==> config.mk <==
export PLATFORM = sky130hd
export DESIGN_NAME = scsm_cell
export DESIGN_NICKNAME = d
export VERILOG_FILES = /design/src/design/sector_cache_slot_manager_assert.svh /design/src/design/scsm_pkg.sv /design/src/design/scsm_cell.sv
export SDC_FILE = /design/constraint.sdc
export NUM_CORES = 1
export LEC_CHECK = 0
export ABC_CLOCK_PERIOD_IN_PS = 1200
export BUFFER_PORTS_ARGS = -buffer_cell sky130_fd_sc_hd__buf_2
export CAP_MARGIN = 0
export CORE_MARGIN = 4
export CORE_UTILIZATION = 44
export CTS_BUF_LIST = sky130_fd_sc_hd__clkbuf_16
export CTS_CLUSTER_DIAMETER = 120
export DETAILED_ROUTE_END_ITERATION = 6
export PLACE_DENSITY = 0.85
export SETUP_SLACK_MARGIN = 0.5
export SLEW_MARGIN = 20
export SYNTH_ARGS = -nofsm -noshare
export SYNTH_HDL_FRONTEND = slang
export SYNTH_SLANG_ARGS = --single-unit
export TNS_END_PERCENT = 100
==> constraint.sdc <==
create_clock -name clk -period 1.2 [get_ports clk]
set_input_delay 0.24 -clock clk [delete_from_list [all_inputs] [get_ports clk]]
set_output_delay 0.24 -clock clk [all_outputs]
set_load 0.05 [all_outputs]
==> src/design/sector_cache_slot_manager_assert.svh <==
// Assertion macros for the sector cache slot manager.
// Included by the top level; expects clk and rst_n in scope.
`ifndef SECTOR_CACHE_SLOT_MANAGER_ASSERT_SVH
`define SECTOR_CACHE_SLOT_MANAGER_ASSERT_SVH

// Same-cycle implication, gated by reset
`define SCSM_ASSERT_SAME(lbl, ante, cons, msg) \
  lbl: assert property (@(posedge clk) disable iff (!rst_n) (ante) |-> (cons)) \
    else $error(msg);

// Next-cycle implication, gated by reset
`define SCSM_ASSERT_NEXT(lbl, ante, cons, msg) \
  lbl: assert property (@(posedge clk) disable iff (!rst_n) (ante) |=> (cons)) \
    else $error(msg);

`endif

==> src/design/scsm_pkg.sv <==
// Shared types, codes and constants of the sector cache slot manager.
// No dependencies.
`default_nettype none
package scsm_pkg;

  // Function codes of an input beat
  localparam logic [1:0] FN_FETCH = 2'd0;
  localparam logic [1:0] FN_SAVE  = 2'd1;
  localparam logic [1:0] FN_ERASE = 2'd2;
  localparam logic [1:0] FN_BAD   = 2'd3;

  // Result action codes
  localparam logic [2:0] ACT_MISS  = 3'd0;
  localparam logic [2:0] ACT_READ  = 3'd1;
  localparam logic [2:0] ACT_WRITE = 3'd2;
  localparam logic [2:0] ACT_COPY  = 3'd3;
  localparam logic [2:0] ACT_DONE  = 3'd4;
  localparam logic [2:0] ACT_ERROR = 3'd5;

  // Configuration register indexes
  localparam int CFG_IDX_W  = 2;
  localparam int CFG_DATA_W = 13;
  localparam logic [CFG_IDX_W-1:0] CFG_CACHE_ON  = 2'd0;
  localparam logic [CFG_IDX_W-1:0] CFG_PROT_ON   = 2'd1;
  localparam logic [CFG_IDX_W-1:0] CFG_DIR_LINES = 2'd2;

  // Hash and remainder unit
  localparam int          DL_W          = 13;
  localparam logic [31:0] HASH_MULT     = 32'd2630849305;
  localparam int          BITS_PER_STEP = 4;
  localparam int          HASH_STEPS    = 64 / BITS_PER_STEP;

  typedef struct packed {
    logic [1:0]  func;
    logic [15:0] sector;
    logic [15:0] owner;
    logic        is_dir;
    logic [1:0]  indirection;
  } in_beat_t;

  typedef struct packed {
    logic [2:0]  action;
    logic        store_area;
    logic [11:0] slot;
    logic [5:0]  from_slot;
    logic        last;
  } out_beat_t;

  // One protected entry
  typedef struct packed {
    logic [15:0] sector;
    logic [15:0] owner;
    logic        dir;
    logic [1:0]  level;
  } entry_t;

  // Per-cell control
  typedef struct packed {
    logic shift;
    logic load;
  } cell_ctl_t;

  function automatic out_beat_t mk_out(logic [2:0] act, logic area, logic [11:0] slot,
                                       logic [5:0] from, logic last);
    out_beat_t o;
    o.action     = act;
    o.store_area = area;
    o.slot       = slot;
    o.from_slot  = from;
    o.last       = last;
    return o;
  endfunction

endpackage
`default_nettype wire

==> src/design/scsm_cell.sv <==
// One protected-area cell: holds an entry, shifts it to its neighbor or loads it.
// Depends on scsm_pkg.
`default_nettype none
module scsm_cell (
  input  wire logic              clk,
  input  wire logic              rst_n,
  input  wire scsm_pkg::cell_ctl_t ctl,
  input  wire scsm_pkg::entry_t  nbr,
  input  wire scsm_pkg::entry_t  ld,
  output scsm_pkg::entry_t       q
);
  import scsm_pkg::*;

  entry_t ent_r;

  // load wins over shift; the two never coincide
  always_ff @(posedge clk) begin
    if (!rst_n) begin
      ent_r <= '0;
    end else if (ctl.load) begin
      ent_r <= ld;
    end else if (ctl.shift) begin
      ent_r <= nbr;
    end
  end

  assign q = ent_r;

endmodule
`default_nettype wire

==> metrics.md <==
| Metric | Value |
|---|---|
| # IOs | 109 |
| Final Routed Wirelength | 5.43 mm |
| CTS H-tree lvls | 2 |
| Pre-antenna DRT Iters | 4 |
| Overflow after GRT | 0 |
| Die area | 0.00546 sq mm |
| Total track usage | 20.2% |
| Buf/Inv on CP | 1 |
| Cells after Synth | 155 |
| Yosys cell types | 10 |
| Synthesized net count | 229 |
| Vias post-DR | 1,606 |
| Initial Utilization | 46.7% |
| CTS Buf Count | 5 |
| Reg2reg end | q[25] |
| TritonCTS Sinks | 35 |
| Die W | 73.9 um |
| Status | complete, no violations |
| First-pass GRT wire length | 8.34 mm |
| Fill count | 248 |
| CP top delay family | flip-flops |
| Area leader, netlist | dfxtp_1 |
| Routed Antenna Nets | 0 |
| WP data required | 960 ps |
| Clock latency on the worst-skew pair | 270 ps |
| Final Core Density | 78.0% |
| Max-capacitance violation count | 0 |
| Post-synthesis sequential area ratio | 36.7% |
| Critical path class | register to primary output |
| Final period util | 83.9% |
| Post-synth EDFFs | 0 |
| Rel. slew slack | 88.7% |
| Worst Skew | 0 ps |
| Max-slew violation count | 0 |
| Layout cells sized above 1 | 72.9% |
| Hold WC Path Type | primary input to register |
| Hold Startpoint | ld[3] |
| Peak supply drop | 0.000933 V |
| Reg2Reg Depth | 2 |
| RSZ-0062 raised after global routing | yes |
| Syn Area/Cell | 12.3 sq um |
| Port bufs | 108 |
| CP peak stage delay | 350 ps |
| Area delta synth->final | 66.8% |
| Commonest cells post-synth | dfxtp_1 (35), o211a_1 (35), mux2_4 (30), nand2b_1 (23), or2b_1 (12) |
| Vias/cell | 5.15 |
| Largest net degree at the start of global routing | 39 |
| Hold buffers post-CTS | 0 |
| Synth top area cells | dfxtp_1 (37%), mux2_4 (24%), o211a_1 (18%) |
| Clk buf depth | 2 |
| Nets | 337 |
| Worst Hold Path Cells | 3 |
| Vias in the first global route | 1,721 |
| CP Capture Type | primary output |
| Tmin final | 1010 ps |
| DPL Wire Length | 3.42 mm |
| Critical path launch point type | register |
| Mapped cell area | 0.00191 sq mm |
| WP data arrival | 770 ps |
| GPL Wtd Cong | 0.730 |
| Post-Place Worst Slack | -52.3 ps |
| CP max stage cell | dfxtp_4 |
| Final Hold Fails | 0 |
| Leak | 1.74 nW |
| Initial antenna violation count | 0 |
| Worst Slack Setup Final | 193 ps |
| #FFs+latches synth | 35 |
| Post-synth ARST share | 0% |
| Least-Margin Pin Slew | 169 ps |
| Ant diodes | 0 |
| Cell Rows | 23 |
| CP Max Fanout | 2 |
| Synth top area share | 36.7% |
| CTS tree | done |
| Worst r2r src | q[25] |
| Drt drc | 0 |
| Setup_tns | 0 ps |
| Max FFs per register | 35 |
| Setup-failing EPs final | 0 |
| Vert. Die Dim | 73.9 um |
| R2r setup slk | 270 ps |
| Initial DRC Count | 75 |
| Root buffer cell | clkbuf_16 |
| Warnings, synthesis | 0 |
| Most used DFF post-synth | dfxtp_1 |
| Pwr dens | 1140 mW/mm^2 |
| Worst-path clk slew | 50 ps |
| Core area | 0.00409 sq mm |
| CP cell instances | buf_8 |
| Per-cell routed wire length | 17.4 um |
| Max Fclk | 993 MHz |
| Hold Slack | 278 ps |
| Hold Path End | q[3] |
## area by class of cell
class                   count  area, sq um  share of cell area (%)
multi-input cells         105         1100                    34.5
repair buffers            116         1060                    33.4
flip-flops and latches     35          832                    26.1
clock buffers               5          125                    3.93
well taps                  50         62.6                    1.96
clock inverters             1         3.75                   0.118
## layer usage
| metal | GRT usage [%] | up-vias | part of all wire (%) |
|---|---|---|---|
| met2 | 36.0 | 77 | 53 |
| met4 | 4.23 | 0 | 0.41 |
| met3 | 5.34 | 2 | 9.1 |
| met5 | 0 | - | 0 |
| li1 | - | 773 | - |
| met1 | 24.1 | 754 | 38 |
## cells by family after synthesis
| kind of cell | after synthesis | synth area share [%] |
|---|---|---|
| AOI/OAI and AO/OA | 35 | 18.3 |
| muxes | 35 | 26.5 |
| DFF | 35 | 36.7 |
| and+or+nand+nor | 35 | 12.3 |
| buffers and inverters | 15 | 6.16 |
## placed cells by master, fill, tap and decap left out
cell       Yosys  routed
inv_1          0       1
clkbuf_16      0       5
buf_16         0       2
o211a_1       35      35
mux2_4        30      32
buf_4          0       1
buf_8          0      36
buf_2          4      72
buf_12         3       5
or2b_1        12      12
dfxtp_4        0      35
mux2_2         5       3
nand2b_1      23      23
## report_power, final
group	leakage [nW]	internal, mW	switching, mW
Combinational	1.36	0.608	0.546
Clock	0.0669	0.735	0.416
Sequential	0.312	1.24	0.0836
Total	1.74	2.59	1.05
## stage by stage
stage | total power [mW] | instance area, sq um | std cells
floorplan | 2.00 | 2050 | 155
CTS | 3.65 | 3170 | 312
global placement | 2.23 | 2630 | 304
detailed placement | 2.24 | 2630 | 304
finish | 3.63 | 3190 | 312
global route | 3.80 | 3190 | 312
## worst max-delay path by stage
stage            from  endpoint  cells past startpoint
2_1_floorplan  ctl[1]      q[0]                      4
3_3_place_gp   ctl[1]     q[34]                      4
3_5_place_dp   ctl[1]     q[32]                      4
4_1_cts          q[0]      q[0]                      1
5_1_grt          q[0]      q[0]                      1
6_report        q[25]     q[25]                      1
## repair_timing
item                       4_1_cts  5_1_grt
buffers inserted                 0        0
cloned                           2        0
gates resized for setup        109        3
setup endpoints to repair       70       70
Power figures use the tool's default switching activity.
