File: src/design/sector_cache_slot_manager_assert.svh
// Assertion macros for the sector cache slot manager.
// Included by the top level; expects clk and rst_n in scope.
`ifndef SECTOR_CACHE_SLOT_MANAGER_ASSERT_SVH
`define SECTOR_CACHE_SLOT_MANAGER_ASSERT_SVH

// Same-cycle implication, gated by reset
`define SCSM_ASSERT_SAME(lbl, ante, cons, msg) \
  lbl: assert property (@(posedge clk) disable iff (!rst_n) (ante) |-> (cons)) \
    else $error(msg);

// Next-cycle implication, gated by reset
`define SCSM_ASSERT_NEXT(lbl, ante, cons, msg) \
  lbl: assert property (@(posedge clk) disable iff (!rst_n) (ante) |=> (cons)) \
    else $error(msg);

`endif

File: src/design/scsm_pkg.sv
// Shared types, codes and constants of the sector cache slot manager.
// No dependencies.
`default_nettype none
package scsm_pkg;

  // Function codes of an input beat
  localparam logic [1:0] FN_FETCH = 2'd0;
  localparam logic [1:0] FN_SAVE  = 2'd1;
  localparam logic [1:0] FN_ERASE = 2'd2;
  localparam logic [1:0] FN_BAD   = 2'd3;

  // Result action codes
  localparam logic [2:0] ACT_MISS  = 3'd0;
  localparam logic [2:0] ACT_READ  = 3'd1;
  localparam logic [2:0] ACT_WRITE = 3'd2;
  localparam logic [2:0] ACT_COPY  = 3'd3;
  localparam logic [2:0] ACT_DONE  = 3'd4;
  localparam logic [2:0] ACT_ERROR = 3'd5;

  // Configuration register indexes
  localparam int CFG_IDX_W  = 2;
  localparam int CFG_DATA_W = 13;
  localparam logic [CFG_IDX_W-1:0] CFG_CACHE_ON  = 2'd0;
  localparam logic [CFG_IDX_W-1:0] CFG_PROT_ON   = 2'd1;
  localparam logic [CFG_IDX_W-1:0] CFG_DIR_LINES = 2'd2;

  // Hash and remainder unit
  localparam int          DL_W          = 13;
  localparam logic [31:0] HASH_MULT     = 32'd2630849305;
  localparam int          BITS_PER_STEP = 4;
  localparam int          HASH_STEPS    = 64 / BITS_PER_STEP;

  typedef struct packed {
    logic [1:0]  func;
    logic [15:0] sector;
    logic [15:0] owner;
    logic        is_dir;
    logic [1:0]  indirection;
  } in_beat_t;

  typedef struct packed {
    logic [2:0]  action;
    logic        store_area;
    logic [11:0] slot;
    logic [5:0]  from_slot;
    logic        last;
  } out_beat_t;

  // One protected entry
  typedef struct packed {
    logic [15:0] sector;
    logic [15:0] owner;
    logic        dir;
    logic [1:0]  level;
  } entry_t;

  // Per-cell control
  typedef struct packed {
    logic shift;
    logic load;
  } cell_ctl_t;

  function automatic out_beat_t mk_out(logic [2:0] act, logic area, logic [11:0] slot,
                                       logic [5:0] from, logic last);
    out_beat_t o;
    o.action     = act;
    o.store_area = area;
    o.slot       = slot;
    o.from_slot  = from;
    o.last       = last;
    return o;
  endfunction

endpackage
`default_nettype wire

File: src/design/scsm_hash.sv
// Sector hash: (key-1)*HASH_MULT mod 2^64, then remainder by the line count,
// four dividend bits per cycle. Depends on scsm_pkg.
`default_nettype none
module scsm_hash (
  input  wire logic            clk,
  input  wire logic            rst_n,
  input  wire logic            start,
  input  wire logic [15:0]     key,
  input  wire logic [12:0]     n,
  output logic                 done,
  output logic      [12:0]     rem
);
  import scsm_pkg::*;

  logic [63:0] prod_r;
  logic [12:0] rem_r;
  logic [3:0]  cnt_r;
  logic        run_r;
  logic        done_r;
  logic [15:0] km1;
  logic [47:0] mul;
  logic [63:0] prod_init;
  logic [12:0] rem_step;

  // sector 0 wraps to 2^64-1, whose product is -HASH_MULT mod 2^64
  assign km1       = key - 16'd1;
  assign mul       = {32'd0, km1} * {16'd0, HASH_MULT};
  assign prod_init = (key == 16'd0) ? (64'd0 - {32'd0, HASH_MULT}) : {16'd0, mul};

  // restoring remainder, several bits per cycle
  always_comb begin
    logic [13:0] t;
    logic [12:0] r;
    r = rem_r;
    for (int j = 0; j < BITS_PER_STEP; j++) begin
      t = {r, prod_r[63-j]};
      if (t >= {1'b0, n}) begin
        t = t - {1'b0, n};
      end
      r = t[12:0];
    end
    rem_step = r;
  end

  always_ff @(posedge clk) begin
    if (!rst_n) begin
      run_r  <= 1'b0;
      done_r <= 1'b0;
      cnt_r  <= '0;
    end else begin
      done_r <= 1'b0;
      if (start) begin
        run_r <= 1'b1;
        cnt_r <= '0;
      end else if (run_r) begin
        cnt_r <= cnt_r + 4'd1;
        if (cnt_r == 4'(HASH_STEPS - 1)) begin
          run_r  <= 1'b0;
          done_r <= 1'b1;
        end
      end
    end
  end

  always_ff @(posedge clk) begin
    if (start) begin
      prod_r <= prod_init;
      rem_r  <= '0;
    end else if (run_r) begin
      prod_r <= prod_r << BITS_PER_STEP;
      rem_r  <= rem_step;
    end
  end

  assign done = done_r;
  assign rem  = rem_r;

endmodule
`default_nettype wire

File: config.mk
export PLATFORM = sky130hd
export DESIGN_NAME = scsm_hash
export DESIGN_NICKNAME = d
export VERILOG_FILES = /design/src/design/sector_cache_slot_manager_assert.svh /design/src/design/scsm_pkg.sv /design/src/design/scsm_hash.sv
export SDC_FILE = /design/constraint.sdc
export NUM_CORES = 1
export LEC_CHECK = 0
export BUFFER_PORTS_ARGS = -buffer_cell sky130_fd_sc_hd__clkbuf_2
export CAP_MARGIN = 20
export CELL_PAD_IN_SITES_DETAIL_PLACEMENT = 1
export CELL_PAD_IN_SITES_GLOBAL_PLACEMENT = 2
export CORE_ASPECT_RATIO = 1.2
export CORE_MARGIN = 5
export CORE_UTILIZATION = 40
export CTS_BUF_LIST = sky130_fd_sc_hd__clkbuf_8
export DETAILED_ROUTE_END_ITERATION = 10
export PLACE_DENSITY_LB_ADDON = 0.12
export SYNTH_ARGS = -nofsm -noshare
export SYNTH_HDL_FRONTEND = slang
export SYNTH_SLANG_ARGS = --single-unit
File: constraint.sdc
create_clock -name clk -period 12.77 [get_ports clk]
set_clock_uncertainty 0.2 [all_clocks]
set_input_delay 0.6385 -clock clk [delete_from_list [all_inputs] [get_ports clk]]
set_output_delay 0.6385 -clock clk [all_outputs]
set_load 0.005 [all_outputs]
==> results list, run 1 <==
- The run finished with clean final reports.
- First-pass GRT wire length: 66900 µm
* Total area of multi-input combinational cells: 11000 µm²
- Number of synthesized register bits: 83
- Routed wire length per instance: 20.8 µm
- The final-report max-slew violation count came to 0.
- Peak fanout along the critical path: 20
* Cells resized by post-CTS repair: 0
- The floorplan has 76 rows.
* Type of origin of the critical path: register
* Depth of the most critical reg-to-reg path: 40
- Clock tree synthesis found a total of 83 sinks.
* EDFF count, synth: 64
* Filler cells: 4138
- Detailed routing inserted a total of 10905 vias.
* Required time of the critical path: 12880 ps
- Clock latency on the worst-skew pair: 400 ps
- By area the synthesized netlist is led by fa_1 23%, ha_1 20%, edfxtp_1 13%.
- Worst-path clk slew: 110 ps
- Critical path type: reg2reg
- The clock tree synthesis step divided the H-tree into 3 levels.
- Transition time of the tightest slew-check pin: 1060 ps
- TritonCTS built the clock tree.
- In this run, distinct cell masters in the synthesized netlist total 83.
- Hold Fails Final Rpt: 0
* Area growth, synth to finish: 6.78%
- Setup-failing EPs final: 0
- Fraction of post-synthesis cell area in the top cell type by area: 0.229
* Top achievable clock speed: 94.0 MHz
- The region available for standard cell placement spans 35900 µm².
* Number of buffers added on ports: 45
- WHS Path Cells: 2
* Clock root buffer: clkbuf_8
* Cell taking the most area after synthesis: fa_1
- Arr. time, crit path: 10750 ps
* Fin crit share: 0.833
- For this block, the initial DRC count from the detailed router was 349.
* I/O pin cnt: 46
- In the routed layout, each cell is associated on average with a via count of 5.39.
- Number of warnings printed during yosys synthesis: 0
- Fraction of registers with async set or reset after synthesis: 0
- Final critical-path required period: 10640 ps
- For this configuration, the core starts out at a cell density of 0.404.
* CP peak stage delay: 660 ps
- Class of the worst hold path: in2reg
* Post-route DRC violation count: 0
* Post-layout nets: 1976
- Most instantiated flip-flop cell in the synthesis netlist: edfxtp_1
- Post-synthesis cell area: 14500 µm²
- For this run, the register share of the synthesized area comes to 0.158.
* Share of final-layout standard cells stronger than drive strength 1: 0.0881
- The longest clock path from root to sink contains 2 buffers.
- Die Footprint: 40200 µm²
* Antenna violations before repair: 0
- Combined global-route utilization of all metal layers: 0.214
- Number of clock buffers inserted by TritonCTS: 9
- Most common library cells after synthesis: 286 x inv_1, 228 x ha_1, 166 x fa_1, 89 x nor2_1, 75 x a21oi_1
* Sequential cell area in the final layout: 2300 µm²
- The number of antenna diodes in the final layout is 0.
- Gp weighted congestion: 0.940
- Max-Slew Margin vs Limit: 0.292
- Average instance area after synthesis: 9.61 µm²
- The via count of the first global-routing pass was 12131.
- The slowest stage of the critical path is the or2_1 cell.
* Leftover overflow at the end of global routing: 0
- Post-Route Setup TNS: 0 ps
* Mapped Cells: 1512
- Setup repair after global routing left no endpoint under its margin.
* Pin count of the biggest net entering global routing: 79
- Summed over all layers, the routed wires come to 42000 µm.
- Number of nets with antenna violations after detailed routing: 0
- Buffer count from post-CTS setup fixing: 0
* Critical Path End Type: register
- Count of hold buffers inserted by post-cts repair: 0
- The first detailed-routing pass took 4 iterations.
- After legalization and detailed placement, the total HPWL measured 36300 µm.
* Die extent in x: 184 µm
* Net count after synthesis: 1938
* Chip Height: 219 µm
- Reported max-cap violation count: 0
- Among all cell types in the netlist, the one instantiated most often is inv_1.
[registers in the layout (all words and copies together), names as in the netlist]
signal	cells
cnt_r	4
done	1
prod_r	64
rem	13
run_r	1
[cells by family after synthesis]
logic type	synth area share
multiplexers	0.0277
AO/OA/AOI/OAI	0.159
adder cells (fa/ha/maj)	0.425
AND/OR/NAND/NOR	0.0916
XOR/XNOR	0.0525
flip-flops	0.158
buffers and inverters	0.0860
[stage by stage]
stage | std cells | util | cell area (µm²) | hold slack (ps) | worst slack [ps]
after floorplan | 1512 | - | 14500 | 239 | 3420
after global placement | 2007 | 0.425 | 15300 | 259 | 1970
after detailed placement | 2007 | 0.425 | 15300 | 264 | 1710
after CTS | 2023 | 0.432 | 15500 | 240 | 2060
after global routing | 2023 | 0.432 | 15500 | 262 | 1400
final | 2023 | 0.432 | 15500 | 268 | 2130
[final cells by class]
type,instances,share of cell area
Clock buffer,9,0.00799
Timing Repair Buffer,59,0.0213
Clock inverter,7,0.00637
Sequential cell,83,0.148
Tap cell,468,0.0378
Inverter,287,0.0695
Multi-Input combinational cell,1110,0.709
[worst max-delay path: cells and delay by family (launching register included)]
| family | cells | cell delay, ps |
|---|---|---|
| adder cells (fa/ha/maj) | 5 | 1600 |
| buffers and inverters | 3 | 570 |
| multiplexers | 2 | 650 |
| flip-flops | 1 | 390 |
| AO/OA/AOI/OAI | 18 | 4360 |
| AND/OR/NAND/NOR | 12 | 2760 |
[layer usage]
layer  GRT usage  up-vias  share of wire
li1            -     5241              -
met1       0.246     5414           0.40
met2       0.413      178           0.54
met3      0.0112       72          0.020
met4      0.0777        0          0.038
met5           0        -              0
[cells in the final DEF (no fill, tap or decap), types with 6 or more instances in the layout]
cell	n
a211oi_1	14
a21o_1	37
a21oi_1	75
a31oi_1	16
buf_4	14
clkbuf_2	45
clkbuf_8	9
dfxtp_1	19
edfxtp_1	64
fa_1	166
ha_1	228
inv_1	286
mux2_2	18
mux2_4	6
mux2i_1	11
nand2_1	48
nand2b_1	15
nand3_1	12
nand4_1	12
nor2_1	89
nor2b_1	12
nor3_1	33
o21a_1	18
o21ai_0	48
o21bai_1	13
o22a_1	15
o2bb2ai_1	13
o31ai_1	11
or2_2	13
xnor2_1	49
xor2_1	38
[final timing paths]
| check | slack [ps] | startpoint | end |
|---|---|---|---|
| max | 2130 | prod_r[63] | rem[0] |
| min | 270 | rst_n | run_r |
| max reg2reg | 2130 | prod_r[63] | rem[0] |
| min reg2reg | 270 | cnt_r[3] | done |
Power of run 1 is not shown: default switching activity piles up to over one toggle a cycle in this logic, so the estimate is an artifact.
==> run 2: changes to the inputs <==
--- a/config.mk
+++ b/config.mk
@@ -11,7 +11,7 @@
 export CELL_PAD_IN_SITES_GLOBAL_PLACEMENT = 2
 export CORE_ASPECT_RATIO = 1.2
 export CORE_MARGIN = 5
-export CORE_UTILIZATION = 40
+export CORE_UTILIZATION = 39
 export CTS_BUF_LIST = sky130_fd_sc_hd__clkbuf_8
 export DETAILED_ROUTE_END_ITERATION = 10
 export PLACE_DENSITY_LB_ADDON = 0.12
==> constraint.sdc (replaced) <==
create_clock -name clk -period 9.04 [get_ports clk]
set_clock_uncertainty 0.2 [all_clocks]
set_input_delay 0.452 -clock clk [delete_from_list [all_inputs] [get_ports clk]]
set_output_delay 0.452 -clock clk [all_outputs]
set_load 0.005 [all_outputs]
==> run 2 against run 1 <==
Effect of this change: clock-buffer cell count is the same; worst setup slack got worse by 1700 ps; register-to-register slack got worse by 1700 ps; die area rose by 2.4%.
==> results list, run 2 (same netlist as run 1, synthesis figures left out) <==
- Transition time of the tightest slew-check pin: 991 ps (-69.2 ps)
* Most common cell after layout, fill and taps aside: inv_1
* Reg2reg start: prod_r[63]
- Area of the placeable core: 36800 µm² (+2.4%)
- The HPWL reported at the end of detailed placement is 39500 µm (+8.9%).
* Routed wire length per instance: 20.8 µm (+0.16%)
- Max-slew violation total from the final report: 0 (unchanged)
- The starting utilization of the core area came to 0.395 (-0.00943).
* Depth of the most critical reg-to-reg path: 40 (unchanged)
- Antenna violations before repair: 0 (unchanged)
- The placed cell area was 16400 µm² (+7.0%).
- The cell row count was 77 (+1.3%).
- The critical path starts at prod_r[63].
- The TritonCTS sink count came to 83 (unchanged).
* Worst min-delay path startpoint: rst_n
- Fin crit share: 0.952 (+0.119)
- The maximum root-to-sink buffer count was 2 (unchanged).
- Via count of the first global-routing pass: 12974 (+6.9%)
* Peak fanout along the critical path: 8 (-60%)
- The setup path with the least slack is of type reg2reg.
* Pin count of the biggest net entering global routing: 65 (-18%)
- Chip Height: 221 µm (+1.2%)
- Final critical-path required period: 8610 ps (-2030 ps)
* Die Footprint: 41200 µm² (+2.4%)
* WHS Path Cells: 2 (unchanged)
- First-pass GRT wire length: 71400 µm (+6.7%)
- The top achievable clock speed is 116 MHz (+24%).
- The clock-pin transition on the worst setup and hold timing paths is 110 ps (about the same).
- Critical Path End Type: register
- The flow ran to the end, and the final reports show no timing, DRC or antenna violations.
* I/O pin cnt: 46 (unchanged)
- TritonRoute pass-1 iters: 4 (unchanged)
- The DRC violation count after routing was 0 (unchanged).
* Required time of the critical path: 9160 ps (-3720 ps)
- Number of flip-flops under the largest register name: 64 (unchanged)
- Commonest cells after routing, fill and taps aside: 286 x inv_1, 226 x ha_1, 164 x fa_1
* Area growth, synth to finish: 15.3%
* Depth of the CTS H-tree: 3 (unchanged)
* Reported max-cap violation count: 0 (unchanged)
- Initial DRC Count: 376 (+7.7%)
* Number of buffers added on ports: 45 (unchanged)
* Leftover overflow at the end of global routing: 0 (unchanged)
- Clock latency on the worst-skew pair: 420 ps (+20 ps)
- The final instance area was 16700 µm² (+8.0%).
- Number of clock buffers inserted by TritonCTS: 9 (unchanged)
- Class of the worst hold path: in2reg
- Vias after detailed routing: 11459 (+5.1%)
- Clock root buffer: clkbuf_8
- Arr. time, crit path: 8730 ps (-2020 ps)
* Register-to-register setup slack: 430 ps (-1700 ps)
- Clock tree from TritonCTS: built
- Ranked by flip-flop count, first place goes to prod_r.
- The routed wire length is 45200 µm (+7.7%).
* Slowest cell on crit path: fa_1
* Number of nets with antenna violations after detailed routing: 0 (unchanged)
- Hold Crit Endpoint: run_r
- The horizontal die dimension is 186 µm (+1.2%).
* Share of final-layout standard cells stronger than drive strength 1: 0.178 (+0.0895)
- Count of hold buffers inserted by post-cts repair: 0 (unchanged)
- Crit-path most repeated cell: nor2_1
- Post-layout nets: 2121 (+7.3%)
- Max-Slew Margin vs Limit: 0.338 (+0.0455)
* Type of origin of the critical path: register
- The number of endpoints with negative hold slack in the final report came to 0 (unchanged).
* CP peak stage delay: 430 ps (-230 ps)
- Average via count per standard cell: 5.27 (-2.3%)
* Combined global-route utilization of all metal layers: 0.223 (+0.00995)
- The endpoint identified for the worst register-to-register timing path is rem[3].
* Gp weighted congestion: 0.912 (-2.9%)
- Setup-failing EPs final: 0 (unchanged)
[run 2: layout make-up]
type / instances / area, µm²
antenna: 1 / 2.50
clock buffer: 9 / 124
clock inverter: 7 / 83.8
fill: 4310 / 20100
inverter: 287 / 1080
multi-input combinational: 1110 / 11100
sequential: 83 / 2300
tap: 474 / 593
timing repair buffer: 204 / 1450
[run 2: worst max path at each step]
stage                  end  slack (ps)  depth (start not counted)
floorplan           rem[0]         120                         41
global placement    rem[5]          20                         38
detailed placement  rem[4]        -240                         39
CTS                 rem[4]          50                         38
global route        rem[3]         -60                         44
finish              rem[3]         430                         40
[run 2: stage by stage]
step           setup WS, ps  TNS [ps]  hold slack [ps]   util  cells
5_1_grt               -61.9      -320             37.5  0.455   2174
2_1_floorplan           117         0              239      -   1512
3_3_place_gp           22.5         0              262  0.444   2153
6_report                430         0             56.8  0.455   2175
4_1_cts                48.6         0             20.8  0.450   2169
3_5_place_dp           -244     -2480              262  0.444   2153
[run 2: timing repair]
item                       4_1_cts  5_1_grt
gates cloned                     0        1
gates resized for setup          2       27
setup endpoints to repair       12       13
setup buffers                    0        3
pin swaps                        1       15
[run 2: critical path: cells and delay by family (launching register included)]
kind | cells | cell delay (ps)
DFF | 1 | 400
muxes | 2 | 650
buffers and inverters | 5 | 740
adders and majority gates | 5 | 1500
AOI/OAI and AO/OA | 18 | 3650
and+or+nand+nor | 10 | 1350
[run 2: routing by layer]
layer,track usage,up-vias,wire length [µm]
met5,0,-,0
met4,0.0936,0,2080
met3,0.0164,78,735
met2,0.426,159,24500
met1,0.250,5682,17900
li1,-,5540,-
Power of run 2 is left out for the same reason.
